## src/design/bsa_pkg.sv

```systemverilog
// Shared types for the bounding sphere accumulator.
package bsa_pkg;

    typedef enum logic [3:0] {
        ST_IDLE,
        ST_SQ_LD,
        ST_SQ_RUN,
        ST_SQRT,
        ST_CMP,
        ST_MV_LD,
        ST_MV_RUN,
        ST_DIV,
        ST_STEP,
        ST_OUT
    } t_state;

    localparam logic [1:0] AXIS_LAST = 2'd2;

endpackage

```

## src/design/bounding_sphere_accumulator_core.sv

```systemverilog
// Bounding sphere accumulator: incremental sphere growth with a shared shift-add datapath.
// An ignored item (negative radius) or an empty bound goes straight to the output state;
// otherwise it squares each axis offset, takes the root and compares, and when the center
// moves it runs a multiply, a divide and a step for each axis. One word at a time: ready
// returns the cycle after the result loads, and an output stall delays that further.
// Reset (synchronous, active low): center 0, radius -1.0, min_distance 1, no word pending.
module bounding_sphere_accumulator_core #(
    parameter int COORD_BITS = 32,
    parameter int FRAC_BITS  = 16
) (
    input  logic                                     i_clk,
    input  logic                                     i_rst_n,
    input  logic                                     i_cfg_we,
    input  logic [FRAC_BITS:0]                       i_cfg_wdata,
    input  logic                                     s_axis_tvalid,
    output logic                                     s_axis_tready,
    // start_req, in_x, in_y, in_z, in_radius
    input  logic [((4*COORD_BITS+1+7)/8)*8-1:0]      s_axis_tdata,
    output logic                                     m_axis_tvalid,
    input  logic                                     m_axis_tready,
    // center_x, center_y, center_z, bound_radius, nonempty, grew
    output logic [((4*COORD_BITS+2+7)/8)*8-1:0]      m_axis_tdata
);
    import bsa_pkg::*;

    localparam int W    = COORD_BITS;
    localparam int MAGW = W + 1;
    localparam int AW   = 2 * MAGW + 2;
    localparam int RTW  = AW / 2;
    localparam int TW   = RTW + 2;
    localparam int MVW  = RTW + 1;
    localparam int XW   = MVW + 2;
    localparam int CW   = $clog2(AW + 1);
    localparam int ODW  = ((4*W+2+7)/8)*8;

    localparam logic signed [W-1:0] RAD_EMPTY = -(W'(1) << FRAC_BITS);
    localparam logic signed [XW-1:0] WMAX = XW'((64'd1 << (W-1)) - 64'd1);
    localparam logic signed [XW-1:0] WMIN = -WMAX - XW'(1);

    t_state r_state, n_state;

    logic [FRAC_BITS:0]       r_min_dist;
    logic signed [W-1:0]      r_c [3];
    logic signed [W-1:0]      r_radius;
    logic signed [MAGW-1:0]   r_d [3];
    logic signed [W-1:0]      r_ir;
    logic [1:0]               r_k;
    logic [AW-1:0]            r_acc;
    logic [AW-1:0]            r_ma;
    logic [MVW-1:0]           r_mb;
    logic [CW-1:0]            r_cnt;
    logic [RTW+1:0]           r_rem;
    logic [RTW-1:0]           r_root;
    logic [MVW-1:0]           r_move;
    logic                     r_grew;
    logic                     r_ovalid;
    logic [ODW-1:0]           r_odata;

    logic                     in_acc;
    logic                     out_free;
    logic                     start_req;
    logic signed [W-1:0]      in_v [3];
    logic signed [W-1:0]      in_r;
    logic signed [W-1:0]      base_c [3];
    logic signed [W-1:0]      base_r;
    logic [MAGW-1:0]          mag_k;
    logic [RTW+3:0]           sq_rem2;
    logic [RTW+3:0]           sq_trial;
    logic [RTW:0]             dv_rem2;
    logic signed [TW-1:0]     total;
    logic signed [TW-1:0]     nr;
    logic signed [TW-1:0]     rad_ext;
    logic signed [XW-1:0]     step_sum;
    logic signed [XW-1:0]     q_ext;
    logic signed [XW-1:0]     nr_ext;
    logic [W-1:0]             step_sat;
    logic                     grows;
    logic                     moves;

    assign in_acc    = s_axis_tvalid && s_axis_tready;
    assign out_free  = !r_ovalid || m_axis_tready;
    assign start_req = s_axis_tdata[0];
    assign in_v[0]   = s_axis_tdata[W:1];
    assign in_v[1]   = s_axis_tdata[2*W:W+1];
    assign in_v[2]   = s_axis_tdata[3*W:2*W+1];
    assign in_r      = s_axis_tdata[4*W:3*W+1];

    always_comb begin
        for (int i = 0; i < 3; i++) begin
            base_c[i] = start_req ? '0 : r_c[i];
        end
        base_r = start_req ? RAD_EMPTY : r_radius;
    end

    assign mag_k = r_d[r_k][MAGW-1] ? MAGW'(-r_d[r_k]) : MAGW'(r_d[r_k]);

    assign sq_rem2  = {r_rem, r_acc[AW-1:AW-2]};
    assign sq_trial = {2'b00, r_root, 2'b01};
    assign dv_rem2  = {r_rem[RTW-1:0], r_acc[AW-1]};

    assign rad_ext = TW'(r_radius);
    assign total   = $signed({2'b00, r_root}) + TW'(r_ir);
    assign nr      = (rad_ext + total) >>> 1;
    assign grows   = total > rad_ext;
    assign moves   = {1'b0, r_root} > (RTW+1)'(r_min_dist);
    assign nr_ext  = XW'(nr);

    assign q_ext    = $signed({2'b00, r_acc[MVW-1:0]});
    assign step_sum = XW'(r_c[r_k]) + (r_d[r_k][MAGW-1] ? -q_ext : q_ext);
    assign step_sat = (step_sum > WMAX) ? WMAX[W-1:0] :
                      (step_sum < WMIN) ? WMIN[W-1:0] : step_sum[W-1:0];

    always_comb begin
        n_state = r_state;
        unique case (r_state)
            ST_IDLE: begin
                if (in_acc) begin
                    if (in_r[W-1] || base_r[W-1]) n_state = ST_OUT;
                    else n_state = ST_SQ_LD;
                end
            end
            ST_SQ_LD:  n_state = ST_SQ_RUN;
            ST_SQ_RUN: begin
                if (r_cnt == CW'(1)) n_state = (r_k == AXIS_LAST) ? ST_SQRT : ST_SQ_LD;
            end
            ST_SQRT: begin
                if (r_cnt == CW'(1)) n_state = ST_CMP;
            end
            ST_CMP:    n_state = (grows && moves) ? ST_MV_LD : ST_OUT;
            ST_MV_LD:  n_state = ST_MV_RUN;
            ST_MV_RUN: begin
                if (r_cnt == CW'(1)) n_state = ST_DIV;
            end
            ST_DIV: begin
                if (r_cnt == CW'(1)) n_state = ST_STEP;
            end
            ST_STEP:   n_state = (r_k == AXIS_LAST) ? ST_OUT : ST_MV_LD;
            ST_OUT: begin
                if (out_free) n_state = ST_IDLE;
            end
            default:   n_state = ST_IDLE;
        endcase
    end

    always_comb begin
        s_axis_tready = (r_state == ST_IDLE);
        m_axis_tvalid = r_ovalid;
        m_axis_tdata  = r_odata;
    end

    always_ff @(posedge i_clk) begin
        if (!i_rst_n) begin
            r_state    <= ST_IDLE;
            r_min_dist <= (FRAC_BITS+1)'(1);
            r_c[0]     <= '0;
            r_c[1]     <= '0;
            r_c[2]     <= '0;
            r_radius   <= RAD_EMPTY;
            r_ovalid   <= 1'b0;
            r_grew     <= 1'b0;
        end else begin
            r_state <= n_state;
            if (i_cfg_we) r_min_dist <= i_cfg_wdata;
            if (r_ovalid && m_axis_tready) r_ovalid <= 1'b0;
            case (r_state)
                ST_IDLE: begin
                    if (in_acc) begin
                        r_ir   <= in_r;
                        r_k    <= '0;
                        r_acc  <= '0;
                        r_grew <= 1'b0;
                        for (int i = 0; i < 3; i++) begin
                            r_d[i] <= MAGW'(in_v[i]) - MAGW'(base_c[i]);
                            r_c[i] <= base_c[i];
                        end
                        r_radius <= base_r;
                        if (!in_r[W-1] && base_r[W-1]) begin
                            for (int i = 0; i < 3; i++) r_c[i] <= in_v[i];
                            r_radius <= in_r;
                            r_grew   <= 1'b1;
                        end
                    end
                end
                ST_SQ_LD: begin
                    r_ma  <= AW'(mag_k);
                    r_mb  <= MVW'(mag_k);
                    r_cnt <= CW'(MAGW);
                end
                ST_SQ_RUN, ST_MV_RUN: begin
                    if (r_mb[0]) r_acc <= r_acc + r_ma;
                    r_ma  <= r_ma << 1;
                    r_mb  <= r_mb >> 1;
                    r_cnt <= r_cnt - CW'(1);
                    if (r_cnt == CW'(1)) begin
                        if (r_state == ST_SQ_RUN) begin
                            r_k    <= r_k + 2'd1;
                            r_rem  <= '0;
                            r_root <= '0;
                            if (r_k == AXIS_LAST) r_cnt <= CW'(RTW);
                        end else begin
                            r_rem <= '0;
                            r_cnt <= CW'(AW);
                        end
                    end
                end
                ST_SQRT: begin
                    r_acc <= r_acc << 2;
                    r_cnt <= r_cnt - CW'(1);
                    if (sq_rem2 >= sq_trial) begin
                        r_rem  <= (RTW+2)'(sq_rem2 - sq_trial);
                        r_root <= {r_root[RTW-2:0], 1'b1};
                    end else begin
                        r_rem  <= (RTW+2)'(sq_rem2);
                        r_root <= {r_root[RTW-2:0], 1'b0};
                    end
                end
                ST_CMP: begin
                    r_k <= '0;
                    if (grows) begin
                        r_move   <= MVW'(nr - rad_ext);
                        r_grew   <= 1'b1;
                        r_radius <= (nr_ext > WMAX) ? WMAX[W-1:0] : nr[W-1:0];
                    end
                end
                ST_MV_LD: begin
                    r_ma  <= AW'(mag_k);
                    r_mb  <= r_move;
                    r_acc <= '0;
                    r_cnt <= CW'(MVW);
                end
                ST_DIV: begin
                    r_cnt <= r_cnt - CW'(1);
                    if (dv_rem2 >= {1'b0, r_root}) begin
                        r_rem <= (RTW+2)'(dv_rem2 - {1'b0, r_root});
                        r_acc <= {r_acc[AW-2:0], 1'b1};
                    end else begin
                        r_rem <= (RTW+2)'(dv_rem2);
                        r_acc <= {r_acc[AW-2:0], 1'b0};
                    end
                end
                ST_STEP: begin
                    r_c[r_k] <= step_sat;
                    r_k      <= r_k + 2'd1;
                end
                ST_OUT: begin
                    if (out_free) begin
                        r_ovalid <= 1'b1;
                        r_odata  <= ODW'({r_grew, !r_radius[W-1], r_radius,
                                          r_c[2], r_c[1], r_c[0]});
                    end
                end
                default: ;
            endcase
        end
    end

    a_ready_idle: assert property (@(posedge i_clk) disable iff (!i_rst_n)
        s_axis_tready |-> !(r_state == ST_SQRT || r_state == ST_DIV))
        else $error("ready while busy");

    a_grew_nonempty: assert property (@(posedge i_clk) disable iff (!i_rst_n)
        r_ovalid |-> (!r_odata[4*W+1] || r_odata[4*W]))
        else $error("grew with empty bound");

    a_loop_count: assert property (@(posedge i_clk) disable iff (!i_rst_n)
        (r_state == ST_SQRT || r_state == ST_DIV || r_state == ST_MV_RUN) |-> r_cnt != '0)
        else $error("iteration counter underflow");

    a_out_load: assert property (@(posedge i_clk) disable iff (!i_rst_n)
        (r_state == ST_OUT && out_free) |=> r_ovalid && r_state == ST_IDLE)
        else $error("result word not loaded");

endmodule

```

## config.mk

```make
export PLATFORM = sky130hd
export DESIGN_NAME = bounding_sphere_accumulator_core
export DESIGN_NICKNAME = d
export VERILOG_FILES = /design/src/design/bsa_pkg.sv /design/src/design/bounding_sphere_accumulator_core.sv
export SDC_FILE = /design/constraint.sdc
export NUM_CORES = 2
export LEC_CHECK = 0
export BUFFER_PORTS_ARGS = -buffer_cell sky130_fd_sc_hd__buf_2
export CORE_MARGIN = 2
export CORE_UTILIZATION = 28
export CTS_CLUSTER_DIAMETER = 120
export DETAILED_ROUTE_END_ITERATION = 7
export HOLD_SLACK_MARGIN = 0.06
export MAX_ROUTING_LAYER = met4
export PLACE_DENSITY_LB_ADDON = 0.3
export SLEW_MARGIN = 30
export SYNTH_ARGS = -nofsm -noshare
export SYNTH_HDL_FRONTEND = slang
export SYNTH_SLANG_ARGS = --single-unit
```

## constraint.sdc

```tcl
create_clock -name i_clk -period 11.7 [get_ports i_clk]
set_clock_uncertainty 0.05 [all_clocks]
set_input_delay 0.585 -clock i_clk [delete_from_list [all_inputs] [get_ports i_clk]]
set_output_delay 0.585 -clock i_clk [all_outputs]
set_load 0.005 [all_outputs]
```

==> results.yml <==
status:
  status: "completed"
logic_synthesis:
  synth-edff-count: 674
  synthTopCellsByArea: "edfxtp_1, ha_1, a21oi_1"
  ys_types: 91
  ys_warn_count: 0
  synth.avg_cell_area_um2: 9.473
  synth-async-reset-ratio_pct: 0
  syn_inst: 5670
  ys_ff_latch: 731
  synth_largest_area_cell: "edfxtp_1"
  synth_top_area_share_pct: 37.68
  syn_area_um2: 53710
  ys.flop_type: "edfxtp_1"
  seq_area_frac_synth_pct: 39.81
sta:
  worstMarginPinSlew_ps: 1069
  tns_ps: 0
  max_freq_mhz: 120.6
  fin_crit_sh_pct: 70.88
  finalSetupViolations: 0
  hold_violations: 0
  grt_setup_unrepaired: "no"
  whs_ps: 119.7
  layout_setup_ws_ps: 3407
  fin_crit_ps: 8293
  maxSlewViolCount: 0
  slew_headroom_pct: 27.97
global_route:
  grt_pass1_vias: 43790
  grt_busiest_layer: "met2"
  use_met3_pct: 1.926
  grt_util_met1_pct: 24.09
  grt_util_all_layers_pct: 18.95
  grt_max_degree: 152
  grt.overflow.total: 0
  antenna_found_initial: 9
  use_met2_pct: 31.33
  grt_pass1_wl_mm: 278.6
job:
  maxCapViolations: 0
clock_network:
  cts.path.max_buffers: 3
  cts-root-buf: "clkbuf_16"
  cts_num_sinks: 731
  clk_latency_ps: 710
  postCtsSetupBuffers: 0
  cts_tree: "done"
  htreeDepth: 3
  ctsResizeCount: 0
  cts_buffers: 88
  clkTransAtPathRegs_ps: 70
finish:
  area_growth_pct: 13.86
  layout.cells.non_filler: 8482
  fillers: 19630
  final_area_um2: 61150
  nets: 6492
  drive_gt1_share_pct: 10.13
route:
  wl_mm: 187.1
  drt_iter0_drc: 3531
  drc_errors: 0
  first_pass_iters: 5
  routedWlPerCell_um: 22.06
  vias: 45420
  vias_per_cell: 5.354
  ant_nets: 0
setup_path:
  cpLargestDelayFamily: "compound AO/OA/AOI/OAI gates"
  worstSetupStartpointType: "flip-flop"
  path_cells: "ha_1 -> inv_1 -> fa_1 -> nor2b_1 -> o31a_1 -> o31ai_1 -> a211oi_1 -> o21ai_0 -> or3_1 -> a31oi_1 -> a41o_1 -> mux2i_1 -> o211ai_1 -> ha_1 -> nor4bb_1 -> nand3_1 -> or4_1 -> o2bb2ai_1 -> a31oi_1 -> o21a_1 -> nor2_1 -> o21a_2 -> a22o_1 -> a31oi_1"
  cp_common_cell: "a31oi_1"
  critical_path_arrival_ps: 8810
  r2r_cells: 24
  cp.required_ps: 12220
  reg2reg_slack_ps: 3410
  crit_type: "reg -> reg"
  cp_slowest_cell: "o21a_2"
  crit_fanout: 30
  endpoint_kind: "flip-flop"
  rr_endpoint: "r_radius[23]$_SDFFE_PN1P_"
  rr_startpoint: "r_root[0]$_SDFFCE_PN0P_"
  critPathBufInv: 1
  max_stage_delay_ps: 860
floorplan:
  initial_utilization_pct: 28.21
  die_w_um: 442.0
  design.die.area_um2: 195300
  core_um2: 190400
  dieHeight_um: 442.0
  rows: 160
  io_pins: 296
pwr:
  power_density_nw_per_um2: 308.2
  ir_drop_uv: 271.5
  leakagePower_nw: 22.93
min_path:
  hold_end: "r_ir[29]$_DFFE_PP_"
  min_path_type: "in -> reg"
  min_from: "s_axis_tdata[126]"
  holdPathStages: 1
placement:
  pre_cts_ws_ps: 3731
  placed_cells: 8269
  place_area_um2: 57910
  portBuffers: 282
  place.gp.congestion: 0.9405
  dp_hpwl_mm: 139.5
## metrics by stage
stage	total power, mW	util, %
2_1_floorplan	12.32	-
3_3_place_gp	15.88	30.40
3_5_place_dp	15.99	30.42
4_1_cts	18.82	32.09
5_1_grt	20.06	32.12
6_report	18.85	32.12
## layout make-up
type                       count  area (um^2)  area share [%]
multi-input combinational   4428        30540           49.94
sequential                   731        21390           34.98
tap                         2511         3142           5.137
clock buffer                 114         2402           3.928
timing repair buffer         382         2322           3.797
inverter                     260        978.4           1.600
clock inverter                47        352.8          0.5770
antenna                        9        22.52         0.03683
## state kept, by name, summed over array words and instances, names as in the netlist, named ones only
signal / count
r_root: 34
r_cnt: 7
r_acc: 68
r_mb: 35
m_axis_tdata: 130
r_radius: 32
r_state: 4
r_d: 99
r_grew: 1
r_min_dist: 17
r_k: 2
r_c: 128
r_move: 35
r_ma: 68
m_axis_tvalid: 1
r_rem: 36
r_ir: 32
## worst max-delay path by stage
stage	start	endpoint	depth (start not counted)
floorplan	r_state[2]$_SDFFE_PN0P_	r_acc[0]$_DFFE_PP_	5
global placement	r_root[0]$_SDFFCE_PN0P_	r_radius[18]$_SDFFE_PN1P_	24
detailed placement	r_root[0]$_SDFFCE_PN0P_	r_radius[23]$_SDFFE_PN1P_	24
CTS	r_root[0]$_SDFFCE_PN0P_	r_radius[18]$_SDFFE_PN1P_	24
global route	r_root[0]$_SDFFCE_PN0P_	r_radius[23]$_SDFFE_PN1P_	24
finish	r_root[0]$_SDFFCE_PN0P_	r_radius[23]$_SDFFE_PN1P_	24
## logic make-up (layout without fill, tap and decap cells)
group	Yosys count	count (layout)	synth area share (%)
buffers and inverters	516	803	3.729
AOI/OAI and AO/OA	1784	1784	20.56
other	1	15	0.006982
muxes	208	208	4.685
xor gates and xnor gates	413	413	6.735
DFF	731	731	39.81
and+or+nand+nor	1574	1574	14.03
adders and majority gates	443	443	10.45
## report_power, final
part	total, mW	switching, mW	internal, mW
sequential	4.52	0.563	3.96
combinational	11.6	7.59	4.02
clock	2.72	1.20	1.52
total	18.8	9.35	9.49
## repair_timing
item | CTS | global route
hold buffers | 42 | 0
setup endpoints to repair | 0 | 0
hold endpoints to repair | 42 | 0
## synth_stat cells, types with 32 or more instances
cell / number
a21o_1: 122
nor2_1: 540
dfxtp_1: 57
xor2_1: 143
o211ai_1: 75
o21ai_0: 368
a211oi_1: 79
nand4_1: 62
ha_1: 434
a21oi_1: 573
o22ai_1: 135
inv_1: 259
nand2b_1: 152
nand2_1: 348
o21bai_1: 46
o31ai_1: 39
xnor2_1: 270
mux4_2: 32
edfxtp_1: 674
o21a_1: 55
a31oi_1: 56
mux2i_1: 149
or3_1: 38
a22oi_1: 56
nor2b_1: 69
clkbuf_1: 206
nand3_1: 89
and2_1: 68
nor3_1: 84
## layer usage
layer / vias up / share of wire [%]
li1: 21580 / -
met1: 22170 / 44
met2: 1399 / 48
met3: 269 / 4.8
met4: 0 / 3.3
met5: - / 0
## cells in the final DEF, fill, tap and decap left out, types with 25 or more instances in the layout
| cell | instances |
|---|---|
| o22ai_1 | 135 |
| mux2i_1 | 149 |
| a31oi_1 | 56 |
| nor2_1 | 536 |
| o211ai_1 | 75 |
| nand2_1 | 344 |
| a21o_1 | 122 |
| xnor2_1 | 270 |
| a22oi_1 | 56 |
| xor2_1 | 142 |
| o21ai_0 | 367 |
| edfxtp_1 | 674 |
| and2_1 | 66 |
| dlygate4sd3_1 | 42 |
| nor2b_1 | 68 |
| or3_1 | 38 |
| ha_1 | 434 |
| o21a_1 | 54 |
| nand3_1 | 85 |
| nand4_1 | 62 |
| and3_1 | 29 |
| mux2_2 | 27 |
| dfxtp_1 | 53 |
| clkbuf_16 | 90 |
| nor3_1 | 82 |
| o21bai_1 | 46 |
| inv_1 | 258 |
| a211oi_1 | 79 |
| a21oi_1 | 571 |
| o31ai_1 | 39 |
| mux4_2 | 32 |
| buf_2 | 282 |
| nor4_1 | 25 |
| nand2b_1 | 150 |
| buf_4 | 50 |
Power figures use the tool's default switching activity.
